**config.mk**
```make
export PLATFORM = sky130hd
export DESIGN_NAME = xor_checked_frame_receiver_unit
export DESIGN_NICKNAME = d
export VERILOG_FILES = /design/src/rtl/core/xcfr_pkg.sv /design/src/rtl/core/xor_checked_frame_receiver_unit.sv /design/src/rtl/core/xcfr_queue.sv /design/src/rtl/core/xcfr_front.sv /design/src/rtl/core/xcfr_back.sv
export SDC_FILE = /design/constraint.sdc
export NUM_CORES = 1
export LEC_CHECK = 0
export BUFFER_PORTS_ARGS = -buffer_cell sky130_fd_sc_hd__buf_4
export CAP_MARGIN = 20
export CORE_MARGIN = 2
export CORE_UTILIZATION = 54
export CTS_CLUSTER_SIZE = 12
export DETAILED_ROUTE_END_ITERATION = 12
export GPL_TIMING_DRIVEN = 0
export PLACE_DENSITY = 0.68
export SKIP_CTS_REPAIR_TIMING = 1
export SLEW_MARGIN = 30
export SYNTH_ARGS = -nofsm -noshare
export SYNTH_HDL_FRONTEND = slang
export SYNTH_SLANG_ARGS = --single-unit
```
**constraint.sdc**
```tcl
create_clock -name i_clk -period 3.1 [get_ports i_clk]
set_input_delay 0 -clock i_clk [delete_from_list [all_inputs] [get_ports i_clk]]
set_output_delay 0 -clock i_clk [all_outputs]
set_load 0.1 [all_outputs]
```
**src/rtl/core/xcfr_pkg.sv**
```systemverilog
// shared types and constants for the xor checked frame receiver
// used by every module under rtl/core
`default_nettype none

package xcfr_pkg;

    localparam int BYTE_W = 8;
    localparam int LEN_W  = 6;
    localparam int IDX_W  = 5;
    localparam int CFG_IDX_W = 2;

    localparam logic [CFG_IDX_W-1:0] CFG_START_MARKER = 2'd0;
    localparam logic [CFG_IDX_W-1:0] CFG_END_MARKER   = 2'd1;
    localparam logic [CFG_IDX_W-1:0] CFG_LENGTH_LIMIT = 2'd2;

    localparam logic [BYTE_W-1:0] RST_START_MARKER = 8'd170;
    localparam logic [BYTE_W-1:0] RST_END_MARKER   = 8'd85;
    localparam logic [LEN_W-1:0]  RST_LENGTH_LIMIT = 6'd32;

    typedef enum logic [2:0] {
        PH_HUNT  = 3'd0,
        PH_CMD   = 3'd1,
        PH_LEN   = 3'd2,
        PH_DATA  = 3'd3,
        PH_CHECK = 3'd4,
        PH_END   = 3'd5
    } t_phase;

    typedef enum logic [1:0] {
        BK_IDLE = 2'd0,
        BK_READ = 2'd1,
        BK_SHOW = 2'd2
    } t_bstate;

    typedef struct packed {
        logic              bank;
        logic [LEN_W-1:0]  len;
        logic [BYTE_W-1:0] cmd;
    } t_desc;

    typedef struct packed {
        logic valid;
        logic bank;
    } t_done;

endpackage

`default_nettype wire

```
**src/rtl/core/xor_checked_frame_receiver_unit.sv**
```systemverilog
// xor checked frame receiver, top level
// depends on xcfr_pkg, xcfr_front, xcfr_queue, xcfr_back
//
// usage:
//   s_axis carries received bytes, one item per byte. frames are
//   start marker, command, length, payload, xor check, end marker.
//   m_axis carries results: one item per payload byte of a valid frame,
//   or one item for a zero-length frame; tlast marks the last of a frame.
//   cfg port (i_cfg_we, i_cfg_index, i_cfg_wdata) sets start marker,
//   end marker and length limit; write only while idle.
// flow:
//   the parser takes one byte per cycle. it holds s_axis_tready low on a
//   payload byte while both store banks still wait to be drained, and on
//   an end marker while the two-entry frame queue is full.
//   each result passes a store read, then the output register; the next
//   store read starts only once the shown result is taken, and each
//   frame's drain begins with a queue pop after its end marker is taken.
// reset: synchronous active-low; registers return to 170, 85, 32 and
//   the parser goes back to hunting. no clearing pass on the store.
// stall: a result holds on m_axis until m_axis_tready; the parser keeps
//   taking bytes of the next frame into the other bank.
`default_nettype none

module xor_checked_frame_receiver_unit #(
    parameter int MAX_PAYLOAD = 32
) (
    input  wire logic                              i_clk,
    input  wire logic                              i_rst_n,
    input  wire logic                              i_cfg_we,
    input  wire logic [xcfr_pkg::CFG_IDX_W-1:0]    i_cfg_index,
    input  wire logic [xcfr_pkg::BYTE_W-1:0]       i_cfg_wdata,
    input  wire logic                              s_axis_tvalid,
    output logic                                   s_axis_tready,
    // [7:0] rx_byte
    input  wire logic [7:0]                        s_axis_tdata,
    output logic                                   m_axis_tvalid,
    input  wire logic                              m_axis_tready,
    // [7:0] command_code, [13:8] payload_length, [18:14] byte_index,
    // [26:19] payload_byte, [31:27] zero
    output logic [31:0]                            m_axis_tdata,
    output logic                                   m_axis_tlast
);

    localparam int AW = (MAX_PAYLOAD > 1) ? $clog2(MAX_PAYLOAD) : 1;

    logic                        q_push;
    logic                        q_pop;
    logic                        q_empty;
    logic                        q_full;
    xcfr_pkg::t_desc             push_desc;
    xcfr_pkg::t_desc             head_desc;
    xcfr_pkg::t_done             done;
    logic                        wr_en;
    logic [AW:0]                 wr_addr;
    logic [xcfr_pkg::BYTE_W-1:0] wr_data;

    logic [xcfr_pkg::BYTE_W-1:0] command_code;
    logic [xcfr_pkg::LEN_W-1:0]  payload_length;
    logic [xcfr_pkg::IDX_W-1:0]  byte_index;
    logic [xcfr_pkg::BYTE_W-1:0] payload_byte;

    xcfr_front #(
        .MAX_PAYLOAD (MAX_PAYLOAD),
        .AW          (AW)
    ) u_front (
        .i_clk       (i_clk),
        .i_rst_n     (i_rst_n),
        .i_cfg_we    (i_cfg_we),
        .i_cfg_index (i_cfg_index),
        .i_cfg_wdata (i_cfg_wdata),
        .i_valid     (s_axis_tvalid),
        .i_byte      (s_axis_tdata),
        .o_ready     (s_axis_tready),
        .i_q_full    (q_full),
        .o_push      (q_push),
        .o_desc      (push_desc),
        .i_done      (done),
        .o_wr_en     (wr_en),
        .o_wr_addr   (wr_addr),
        .o_wr_data   (wr_data)
    );

    xcfr_queue u_queue (
        .i_clk   (i_clk),
        .i_rst_n (i_rst_n),
        .i_push  (q_push),
        .i_desc  (push_desc),
        .i_pop   (q_pop),
        .o_desc  (head_desc),
        .o_empty (q_empty),
        .o_full  (q_full)
    );

    xcfr_back #(
        .AW          (AW)
    ) u_back (
        .i_clk            (i_clk),
        .i_rst_n          (i_rst_n),
        .i_wr_en          (wr_en),
        .i_wr_addr        (wr_addr),
        .i_wr_data        (wr_data),
        .i_q_empty        (q_empty),
        .i_desc           (head_desc),
        .o_pop            (q_pop),
        .o_done           (done),
        .o_valid          (m_axis_tvalid),
        .i_ready          (m_axis_tready),
        .o_command_code   (command_code),
        .o_payload_length (payload_length),
        .o_byte_index     (byte_index),
        .o_payload_byte   (payload_byte),
        .o_last_of_run    (m_axis_tlast)
    );

    assign m_axis_tdata = {5'b00000, payload_byte, byte_index, payload_length,
                           command_code};

endmodule

`default_nettype wire

```
**src/rtl/core/xcfr_queue.sv**
```systemverilog
// two-entry frame descriptor queue between parser and drain
// depends on xcfr_pkg
`default_nettype none

module xcfr_queue (
    input  wire logic          i_clk,
    input  wire logic          i_rst_n,
    input  wire logic          i_push,
    input  wire xcfr_pkg::t_desc i_desc,
    input  wire logic          i_pop,
    output xcfr_pkg::t_desc    o_desc,
    output logic               o_empty,
    output logic               o_full
);

    xcfr_pkg::t_desc r_mem [2];
    logic            r_wptr;
    logic            r_rptr;
    logic [1:0]      r_count;

    always_ff @(posedge i_clk) begin
        if (i_push) begin
            r_mem[r_wptr] <= i_desc;
        end
    end

    always_ff @(posedge i_clk) begin
        if (!i_rst_n) begin
            r_wptr  <= 1'b0;
            r_rptr  <= 1'b0;
            r_count <= 2'd0;
        end else begin
            if (i_push) begin
                r_wptr <= ~r_wptr;
            end
            if (i_pop) begin
                r_rptr <= ~r_rptr;
            end
            if (i_push && !i_pop) begin
                r_count <= 2'(r_count + 2'd1);
            end else if (i_pop && !i_push) begin
                r_count <= 2'(r_count - 2'd1);
            end
        end
    end

    assign o_desc  = r_mem[r_rptr];
    assign o_empty = (r_count == 2'd0);
    assign o_full  = (r_count == 2'd2);

endmodule

`default_nettype wire

```
**src/rtl/core/xcfr_front.sv**
```systemverilog
// byte parser: configuration registers, frame state machine, checksum,
// payload store writes and bank ownership; depends on xcfr_pkg
`default_nettype none

module xcfr_front #(
    parameter int MAX_PAYLOAD = 32,
    parameter int AW = 5
) (
    input  wire logic                              i_clk,
    input  wire logic                              i_rst_n,
    input  wire logic                              i_cfg_we,
    input  wire logic [xcfr_pkg::CFG_IDX_W-1:0]    i_cfg_index,
    input  wire logic [xcfr_pkg::BYTE_W-1:0]       i_cfg_wdata,
    input  wire logic                              i_valid,
    input  wire logic [xcfr_pkg::BYTE_W-1:0]       i_byte,
    output logic                                   o_ready,
    input  wire logic                              i_q_full,
    output logic                                   o_push,
    output xcfr_pkg::t_desc                        o_desc,
    input  wire xcfr_pkg::t_done                   i_done,
    output logic                                   o_wr_en,
    output logic [AW:0]                            o_wr_addr,
    output logic [xcfr_pkg::BYTE_W-1:0]            o_wr_data
);

    localparam logic [8:0] MAX_LEN = 9'(MAX_PAYLOAD);

    logic [xcfr_pkg::BYTE_W-1:0] r_start_marker;
    logic [xcfr_pkg::BYTE_W-1:0] r_end_marker;
    logic [xcfr_pkg::LEN_W-1:0]  r_length_limit;

    xcfr_pkg::t_phase            r_phase, n_phase;
    logic [xcfr_pkg::BYTE_W-1:0] r_cmd;
    logic [xcfr_pkg::LEN_W-1:0]  r_len;
    logic [xcfr_pkg::LEN_W-1:0]  r_fill;
    logic [xcfr_pkg::BYTE_W-1:0] r_run;
    logic [xcfr_pkg::BYTE_W-1:0] r_rcv;
    logic                        r_wbank;
    logic [1:0]                  r_busy;

    logic                        accept;
    logic                        len_ok;
    logic                        frame_ok;
    logic [xcfr_pkg::LEN_W-1:0]  fill_next;

    always_ff @(posedge i_clk) begin
        if (!i_rst_n) begin
            r_start_marker <= xcfr_pkg::RST_START_MARKER;
            r_end_marker   <= xcfr_pkg::RST_END_MARKER;
            r_length_limit <= xcfr_pkg::RST_LENGTH_LIMIT;
        end else if (i_cfg_we) begin
            unique case (i_cfg_index)
                xcfr_pkg::CFG_START_MARKER: r_start_marker <= i_cfg_wdata;
                xcfr_pkg::CFG_END_MARKER:   r_end_marker   <= i_cfg_wdata;
                xcfr_pkg::CFG_LENGTH_LIMIT:
                    r_length_limit <= i_cfg_wdata[xcfr_pkg::LEN_W-1:0];
                default: ;
            endcase
        end
    end

    assign len_ok = ({1'b0, i_byte} <= {3'b000, r_length_limit}) &&
                    ({1'b0, i_byte} <= MAX_LEN);
    assign frame_ok  = (i_byte == r_end_marker) && (r_run == r_rcv);
    assign fill_next = xcfr_pkg::LEN_W'(r_fill + 1'b1);
    assign accept    = i_valid && o_ready;

    // next phase
    always_comb begin
        n_phase = r_phase;
        if (accept) begin
            unique case (r_phase)
                xcfr_pkg::PH_CMD:  n_phase = xcfr_pkg::PH_LEN;
                xcfr_pkg::PH_LEN: begin
                    if (!len_ok) begin
                        n_phase = xcfr_pkg::PH_HUNT;
                    end else if (i_byte == 8'd0) begin
                        n_phase = xcfr_pkg::PH_CHECK;
                    end else begin
                        n_phase = xcfr_pkg::PH_DATA;
                    end
                end
                xcfr_pkg::PH_DATA: begin
                    if (fill_next >= r_len) begin
                        n_phase = xcfr_pkg::PH_CHECK;
                    end
                end
                xcfr_pkg::PH_CHECK: n_phase = xcfr_pkg::PH_END;
                xcfr_pkg::PH_END:   n_phase = xcfr_pkg::PH_HUNT;
                default: begin
                    n_phase = (i_byte == r_start_marker) ? xcfr_pkg::PH_CMD
                                                         : xcfr_pkg::PH_HUNT;
                end
            endcase
        end
    end

    // outputs
    always_comb begin
        o_ready   = 1'b1;
        o_push    = 1'b0;
        o_wr_en   = 1'b0;
        o_wr_addr = {r_wbank, r_fill[AW-1:0]};
        o_wr_data = i_byte;
        o_desc    = '{bank: r_wbank, len: r_len, cmd: r_cmd};
        unique case (r_phase)
            xcfr_pkg::PH_DATA: begin
                o_ready = !r_busy[r_wbank];
                o_wr_en = i_valid && !r_busy[r_wbank];
            end
            xcfr_pkg::PH_END: begin
                o_ready = !i_q_full;
                o_push  = i_valid && !i_q_full && frame_ok;
            end
            default: ;
        endcase
    end

    always_ff @(posedge i_clk) begin
        if (!i_rst_n) begin
            r_phase <= xcfr_pkg::PH_HUNT;
            r_cmd   <= '0;
            r_len   <= '0;
            r_fill  <= '0;
            r_run   <= '0;
            r_rcv   <= '0;
            r_wbank <= 1'b0;
            r_busy  <= 2'b00;
        end else begin
            r_phase <= n_phase;
            if (i_done.valid) begin
                r_busy[i_done.bank] <= 1'b0;
            end
            if (o_push && (r_len != '0)) begin
                r_busy[r_wbank] <= 1'b1;
                r_wbank         <= ~r_wbank;
            end
            if (accept) begin
                unique case (r_phase)
                    xcfr_pkg::PH_CMD: begin
                        r_cmd <= i_byte;
                        r_run <= i_byte;
                    end
                    xcfr_pkg::PH_LEN: begin
                        if (len_ok) begin
                            r_len  <= i_byte[xcfr_pkg::LEN_W-1:0];
                            r_fill <= '0;
                            r_run  <= r_run ^ i_byte;
                        end
                    end
                    xcfr_pkg::PH_DATA: begin
                        r_run  <= r_run ^ i_byte;
                        r_fill <= fill_next;
                    end
                    xcfr_pkg::PH_CHECK: r_rcv <= i_byte;
                    default: ;
                endcase
            end
        end
    end

endmodule

`default_nettype wire

```
**src/rtl/core/xcfr_back.sv**
```systemverilog
// result drain: payload store, store read and output register
// depends on xcfr_pkg
`default_nettype none

module xcfr_back #(
    parameter int AW = 5
) (
    input  wire logic                          i_clk,
    input  wire logic                          i_rst_n,
    input  wire logic                          i_wr_en,
    input  wire logic [AW:0]                   i_wr_addr,
    input  wire logic [xcfr_pkg::BYTE_W-1:0]   i_wr_data,
    input  wire logic                          i_q_empty,
    input  wire xcfr_pkg::t_desc               i_desc,
    output logic                               o_pop,
    output xcfr_pkg::t_done                    o_done,
    output logic                               o_valid,
    input  wire logic                          i_ready,
    output logic [xcfr_pkg::BYTE_W-1:0]        o_command_code,
    output logic [xcfr_pkg::LEN_W-1:0]         o_payload_length,
    output logic [xcfr_pkg::IDX_W-1:0]         o_byte_index,
    output logic [xcfr_pkg::BYTE_W-1:0]        o_payload_byte,
    output logic                               o_last_of_run
);

    localparam int DEPTH = 2 * (2 ** AW);

    logic [xcfr_pkg::BYTE_W-1:0] r_mem [DEPTH];
    logic [xcfr_pkg::BYTE_W-1:0] r_rd_data;

    xcfr_pkg::t_bstate           r_state, n_state;
    xcfr_pkg::t_desc             r_desc;
    logic [xcfr_pkg::LEN_W-1:0]  r_idx;
    logic                        rd_en;
    logic                        is_last;
    logic                        take;

    always_ff @(posedge i_clk) begin
        if (i_wr_en) begin
            r_mem[i_wr_addr] <= i_wr_data;
        end
    end

    always_ff @(posedge i_clk) begin
        if (rd_en) begin
            r_rd_data <= r_mem[{r_desc.bank, r_idx[AW-1:0]}];
        end
    end

    assign is_last = (r_desc.len == '0) ||
                     (xcfr_pkg::LEN_W'(r_idx + 1'b1) == r_desc.len);
    assign take    = (r_state == xcfr_pkg::BK_SHOW) && i_ready;

    always_comb begin
        n_state = r_state;
        unique case (r_state)
            xcfr_pkg::BK_IDLE: begin
                if (!i_q_empty) begin
                    n_state = xcfr_pkg::BK_READ;
                end
            end
            xcfr_pkg::BK_READ: n_state = xcfr_pkg::BK_SHOW;
            xcfr_pkg::BK_SHOW: begin
                if (i_ready) begin
                    n_state = is_last ? xcfr_pkg::BK_IDLE : xcfr_pkg::BK_READ;
                end
            end
            default: n_state = xcfr_pkg::BK_IDLE;
        endcase
    end

    always_comb begin
        o_pop        = (r_state == xcfr_pkg::BK_IDLE) && !i_q_empty;
        rd_en        = (r_state == xcfr_pkg::BK_READ);
        o_valid      = (r_state == xcfr_pkg::BK_SHOW);
        o_done.valid = take && is_last && (r_desc.len != '0);
        o_done.bank  = r_desc.bank;
    end

    always_ff @(posedge i_clk) begin
        if (!i_rst_n) begin
            r_state <= xcfr_pkg::BK_IDLE;
        end else begin
            r_state <= n_state;
        end
    end

    always_ff @(posedge i_clk) begin
        if (o_pop) begin
            r_desc <= i_desc;
            r_idx  <= '0;
        end else if (take && !is_last) begin
            r_idx <= xcfr_pkg::LEN_W'(r_idx + 1'b1);
        end
    end

    assign o_command_code   = r_desc.cmd;
    assign o_payload_length = r_desc.len;
    assign o_byte_index     = r_idx[xcfr_pkg::IDX_W-1:0];
    assign o_payload_byte   = (r_desc.len == '0) ? '0 : r_rd_data;
    assign o_last_of_run    = is_last;

endmodule

`default_nettype wire
```
==> key figures, run 1 <==
STA
  – Worst setup margin: -0.512 ns
  – Final setup fails: around 230
  – Total Neg Setup Slack: -74.92 ns
  – Fmax: between 200 and 300 MHz
  – Final Cycle Share: 1.17
  – Slew HR: 0.348
  – Worst Max-Slew Pin Slew: slightly below 1 ns
  – Final Slew Violations: 0
  – RSZ-0062 raised after global routing: yes
  – Final min period: around 3.6 ns
  – Fin Hold WS: -0.0162 ns
  – Skew final: just under 0.03 ns
  – Fin. Hold Viols: 16

Flow run
  – Max-Cap Viols: 0

Floorplanning
  – DIE AREA: 0.0496 mm2
  – Total I/O pin count: a little under 60
  – Die Ht: approximately 220 um
  – Starting Density: 0.544
  – Core Region: between 0.04 and 0.05 mm2
  – Die width: ~220 um
  – Standard-cell rows: 80

Yosys
  – Mapped Avg Cell Area: roughly 17 um2
  – Count leader, synth: edfxtp_1
  – Total number of yosys warnings: 0
  – Synth area leaders: edfxtp_1 66%, mux4_2 11%, dfxtp_1 5.9%, mux2i_1 2.3%, nor2_1 1.6%
  – Asr flop ratio synth: 0
  – Post-synthesis cell type count: between 50 and 60
  – Cell count after synthesis: 1491
  – Dominant cell type by area after synthesis: edfxtp_1
  – Top_reg_cell synth: edfxtp_1
  – Top post-synthesis cells by count: 565 x edfxtp_1, 128 x mux4_2, 110 x nor2_1
  – Cell area after synthesis: approximately 0.026 mm2
  – EDFF count, synth: approximately 570
  – Seq/Total Area, Yosys: 0.716
  – Synth Register Bits: approximately 640
  – Yosys top cell area share: 0.657

Drt
  – Vias/cell: approximately 6.2
  – Post-route ant nets: 0
  – Initial drt markers: around 1800
  – DR pass1 iterations: 6
  – DRC errors left: 0
  – WL final: around 61000 um
  – Vias: between 10000 and 15000
  – Wire length per cell: about 27 um

Cells and area
  – Share of layout cells above drive strength 1: 0.236
  – Layout Nets: roughly 1700
  – Diode count: 0
  – FILL cells: 3425
  – P&R area growth vs syn: 14.0%

Global route
  – Largest net degree at the start of global routing: 67
  – First-pass GRT wire length: 89800 um
  – Grt ovf: 0
  – Tot GR Track Use: 0.251
  – Vias in the first global route: ~14000
  – Antenna violations before repair: 0

Pwr
  – Pleak: just over 9 nW
  – Clk pwr share: 0.353
  – Internal cell power: 15.3 mW
  – Sw Pwr: around 5.7 mW
  – Gate power share: 0.182
  – Sw Ratio: 0.271
  – Reg power frac: 0.465
  – Power Dens Cells: around 710 mW/mm2
  – Worst IR Drop VDD: roughly 0.42 mV

Setup path
  – Type of the worst setup path: reg2reg
  – Worst setup SP type: flip-flop
  – CP Data Arrival Time: about 3.8 ns
  – CP max FO: 10
  – Worst Path Required: between 3 and 4 ns
  – CP endpoint kind: flip-flop

Placement
  – Port bufs: 51
  – Detailed Place HPWL: between 30000 and 40000 um
  – Dpl ws: -0.544 ns
  – RD Place Congestion: between 0.8 and 0.9

CTS
  – Clk_lat worst skew: 0.60 ns
  – Clock Path Buffers: 3
  – CTS tree: yes
  – Num Clock Sinks: around 640
  – Clock Tree Root: clkbuf_16
  – Total CTS buffers: 66
  – Clock-pin slew on the worst setup and hold paths: 0.06 ns
  – Level count of the clock H-tree: 3

Status
  – Failing checks: negative hold slack, negative setup slack
  – Status: complete, but fails checks

Min path
  – Worst hold path type: in2reg
[path summary, 6_finish.rpt]
check,from,to,slack [ns],cells after the start
worst max-delay path,u_front.r_wbank,u_back.r_mem[37][2],-0.51,5
worst min-delay path,s_axis_tdata[7],u_back.r_mem[4][7],-0.02,1
worst max register to register,u_front.r_wbank,u_back.r_mem[37][2],-0.51,5
worst min register to register,u_front.r_cmd[3],u_queue.r_mem[0][3],0.46,0
[power groups by stage]
stage | Combinational [mW] | Clock, mW | Sequential, mW
3_3_place_gp | 3.72 | 0 | 9.91
2_1_floorplan | 2.21 | 0 | 10.4
3_5_place_dp | 3.75 | 0 | 9.91
5_1_grt | 4.00 | 7.81 | 9.75
4_1_cts | 3.76 | 7.50 | 9.73
6_report | 3.80 | 7.39 | 9.73
[layout by cell type (no fill, tap or decap), types with 12 or more instances in the layout]
cell type and count:
nor2_2 15, xnor2_1 18, inv_1 22, mux2i_1 58, nor3_1 12, nand3_1 18
clkbuf_1 57, o21ai_0 35, and2_1 17, mux4_2 128, dfxtp_1 76, xor2_1 26
mux2_2 22, clkbuf_16 71, buf_4 71, ha_1 15, a21oi_1 40, nor2_1 64
nor2_4 31, edfxtp_1 565, a22oi_1 18, nor2b_1 19, nand2_1 71, o22ai_1 13
[worst max-delay path, stage by stage (launching register included)]
cell,delay (ns)
dfxtp_1,0.42
mux2i_1,0.51
and3_1,0.30
clkbuf_1,0.35
nand3_1,0.66
nor2_1,0.98
[layer usage]
metal,part of all wire,vias to the layer above,global-route usage
met2,0.47,719,0.392
li1,-,6127,-
met1,0.41,7190,0.357
met5,0,-,0
met3,0.089,125,0.0481
met4,0.030,0,0.0872
[flip-flops by register name, indices dropped and copies added, names as in the netlist, 3 cells and up]
register,cells
u_front.r_cmd,8
u_back.r_rd_data,8
u_queue.r_mem,30
u_front.r_run,8
u_back.o_command_code,8
u_back.o_payload_length,6
u_front.r_end_marker,8
u_front.r_len,6
u_front.r_fill,6
u_front.r_start_marker,8
u_front.r_rcv,8
u_front.r_phase,3
u_back.r_idx,6
u_back.r_mem,512
u_front.r_length_limit,6
[area by class of cell]
cell class | count | area (um2) | area share
Buffer | 92 | 526 | 0.0178
Clock buffer | 96 | 1890 | 0.0642
Clock inverter | 10 | 72.6 | 0.00246
Inverter | 23 | 86.3 | 0.00293
Multi-Input combinational cell | 739 | 7110 | 0.241
Sequential cell | 641 | 18500 | 0.628
Tap cell | 615 | 769 | 0.0261
Timing Repair Buffer | 64 | 508 | 0.0173
[logic make-up (layout without fill, tap and decap cells)]
kind of cell	count (synthesis)	count (layout)	synth area share
adders and majority gates	15	15	0.00727
xor gates and xnor gates	44	44	0.0149
buffers and inverters	115	285	0.0215
other	1	5	0.000145
AOI/OAI and AO/OA	154	154	0.0375
and+or+nand+nor	312	312	0.0586
muxes	209	209	0.144
DFF	641	641	0.716
[stage by stage]
step,area [um2],utilization,power (mW),cells
3_3_place_gp,27000,0.569,13.6,2161
3_5_place_dp,27000,0.569,13.7,2161
2_1_floorplan,25800,-,12.6,1495
5_1_grt,29400,0.621,21.6,2280
4_1_cts,29000,0.610,21.0,2267
6_report,29400,0.621,20.9,2280
Power figures use the tool's default switching activity.
==> run 2: changes to the inputs <==
RECOVER_POWER = 100   (was unset)
==> run 2 against run 1 <==
Compared with the run above:
- the run still ends with negative hold slack, negative setup slack left
- clock skew rose by 0.0028 ns
- final cell count did not move
- critical path depth did not move
- power fell by 0.46%
- sequential power barely moved
- first-iteration DRC count fell by 5.9%
- die area did not move
- register-to-register slack barely moved
==> key figures, run 2 (synthesis results as in run 1) <==
Status
  – Status: complete, but fails checks
  – Failing checks: negative hold slack, negative setup slack

Placement
  – Port bufs: 51 (unchanged)
  – RD Place Congestion: 0.875 (unchanged)
  – Detailed Place HPWL: 39200 um (unchanged)

Global route
  – First-pass GRT wire length: 89800 um (unchanged)
  – Antenna violations before repair: 0 (unchanged)
  – Largest net degree at the start of global routing: 67 (unchanged)
  – Vias in the first global route: 13668 (unchanged)
  – Grt ovf: 0 (unchanged)
  – Tot GR Track Use: 0.251 (unchanged)

CTS
  – Level count of the clock H-tree: 3 (unchanged)
  – Total CTS buffers: 66 (unchanged)
  – CTS tree: yes
  – Num Clock Sinks: 641 (unchanged)
  – Clk_lat worst skew: 0.60 ns (about the same)
  – Clock-pin slew on the worst setup and hold paths: 0.06 ns (about the same)
  – Clock Tree Root: clkbuf_16
  – Clock Path Buffers: 3 (unchanged)

Setup path
  – Worst setup SP type: flip-flop
  – CP Data Arrival Time: 3.81 ns (-0.02 ns)
  – Type of the worst setup path: reg2reg
  – Worst Path Required: 3.31 ns (about the same)
  – CP endpoint kind: flip-flop
  – CP max FO: 10 (unchanged)

STA
  – Worst setup margin: -0.503 ns (+0.00905 ns)
  – Slew HR: 0.214 (-0.134)
  – Skew final: 0.0321 ns (+0.00276 ns)
  – Final Cycle Share: 1.16 (-0.00292)
  – Final setup fails: 217 (-4.0%)
  – Fin Hold WS: -0.0209 ns (-0.00464 ns)
  – Final min period: 3.60 ns (-0.00905 ns)
  – Fmax: 278 MHz (+0.25%)
  – Final Slew Violations: 0 (unchanged)
  – RSZ-0062 raised after global routing: yes
  – Fin. Hold Viols: 17 (+1)
  – Total Neg Setup Slack: -74.14 ns (+0.778 ns)
  – Worst Max-Slew Pin Slew: 1.18 ns (+0.209 ns)

Drt
  – Initial drt markers: 1718 (-5.9%)
  – Wire length per cell: 26.9 um (about the same)
  – Vias: 14128 (-0.23%)
  – WL final: 61300 um (about the same)
  – DR pass1 iterations: 5 (-1)
  – Post-route ant nets: 0 (unchanged)
  – Vias/cell: 6.20 (-0.23%)
  – DRC errors left: 0 (unchanged)

Cells and area
  – P&R area growth vs syn: 13.6%
  – Layout Nets: 1665 (unchanged)
  – Diode count: 0 (unchanged)
  – Max reg flops: 512 (unchanged)
  – Top flop regs: u_back.r_mem (512), u_queue.r_mem (30)
  – FILL cells: 3456 (+0.91%)
  – Most frequent cells in the layout: 565 x edfxtp_1, 128 x mux4_2, 82 x clkbuf_1
  – Share of layout cells above drive strength 1: 0.218 (-0.0180)
  – Commonest non-fill, non-tap cell in the layout: edfxtp_1
  – Reg with most FFs: u_back.r_mem

Flow run
  – Max-Cap Viols: 0 (unchanged)

Floorplanning
  – Core Region: 0.0474 mm2 (unchanged)
  – Starting Density: 0.544 (unchanged)
  – Die width: 223 um (unchanged)
  – Die Ht: 223 um (unchanged)
  – Total I/O pin count: 58 (unchanged)
  – Standard-cell rows: 80 (unchanged)
  – DIE AREA: 0.0496 mm2 (unchanged)

Pwr
  – Pleak: 9.25 nW (-1.1%)
  – Worst IR Drop VDD: 0.420 mV (about the same)
  – Power Dens Cells: 710 mW/mm2 (about the same)

Min path
  – Worst hold path type: in2reg
run 2: changes by cell type in the layout (fill, tap and decap cells not counted), moves of 2 or more:
cell	previous run	this run
o311ai_0	0	4
and2_1	17	11
clkbuf_2	4	7
buf_4	71	48
buf_1	7	5
buf_6	7	5
and2_0	0	7
mux2_2	22	20
mux2_1	0	2
o311ai_1	5	1
clkbuf_1	57	82
run 2: report_power, final:
group | switching (mW) | internal, mW
combinational | 2.44 | 1.26
sequential | 0.104 | 9.62
clock | 3.11 | 4.28
total | 5.66 | 15.2
run 2: area by class of cell:
class	count	area, um2	area share
sequential	641	18500	0.630
clock inverter	10	72.6	0.00247
timing repair buffer	64	425	0.0145
tap	615	769	0.0262
clock buffer	96	1890	0.0645
buffer	92	507	0.0173
inverter	23	86.3	0.00294
multi-input combinational	739	7080	0.242
run 2: path summary, 6_finish.rpt:
path | slack, ns | from | endpoint | cells after the start
setup / recovery | -0.50 | u_front.r_wbank | u_back.r_mem[43][1] | 5
hold / removal | -0.02 | s_axis_tdata[7] | u_back.r_mem[4][7] | 1
setup reg to reg | -0.50 | u_front.r_wbank | u_back.r_mem[43][1] | 5
hold reg to reg | 0.46 | u_front.r_cmd[3] | u_queue.r_mem[0][3] | 0
run 2: metrics by stage:
stage | util | cells | setup slack (ns) | instance area [um2] | power, mW
after floorplan | - | 1495 | 0.123 | 25800 | 12.6
after global placement | 0.569 | 2161 | -0.514 | 27000 | 13.6
after detailed placement | 0.569 | 2161 | -0.544 | 27000 | 13.7
after CTS | 0.610 | 2267 | -0.567 | 29000 | 21.0
after global routing | 0.618 | 2280 | -0.663 | 29300 | 21.5
final | 0.618 | 2280 | -0.503 | 29300 | 20.8
run 2: routing by layer:
metal,wire length [um],GRT usage
met5,0,0
met2,29100,0.392
met3,5350,0.0481
met4,1790,0.0872
met1,25100,0.357
run 2: worst max-delay path: stages (launching register included):
cell and delay (ns):
dfxtp_1 0.42, mux2i_1 0.49, and3_1 0.30, clkbuf_1 0.34, nand3_1 0.72, nor2_1 0.95
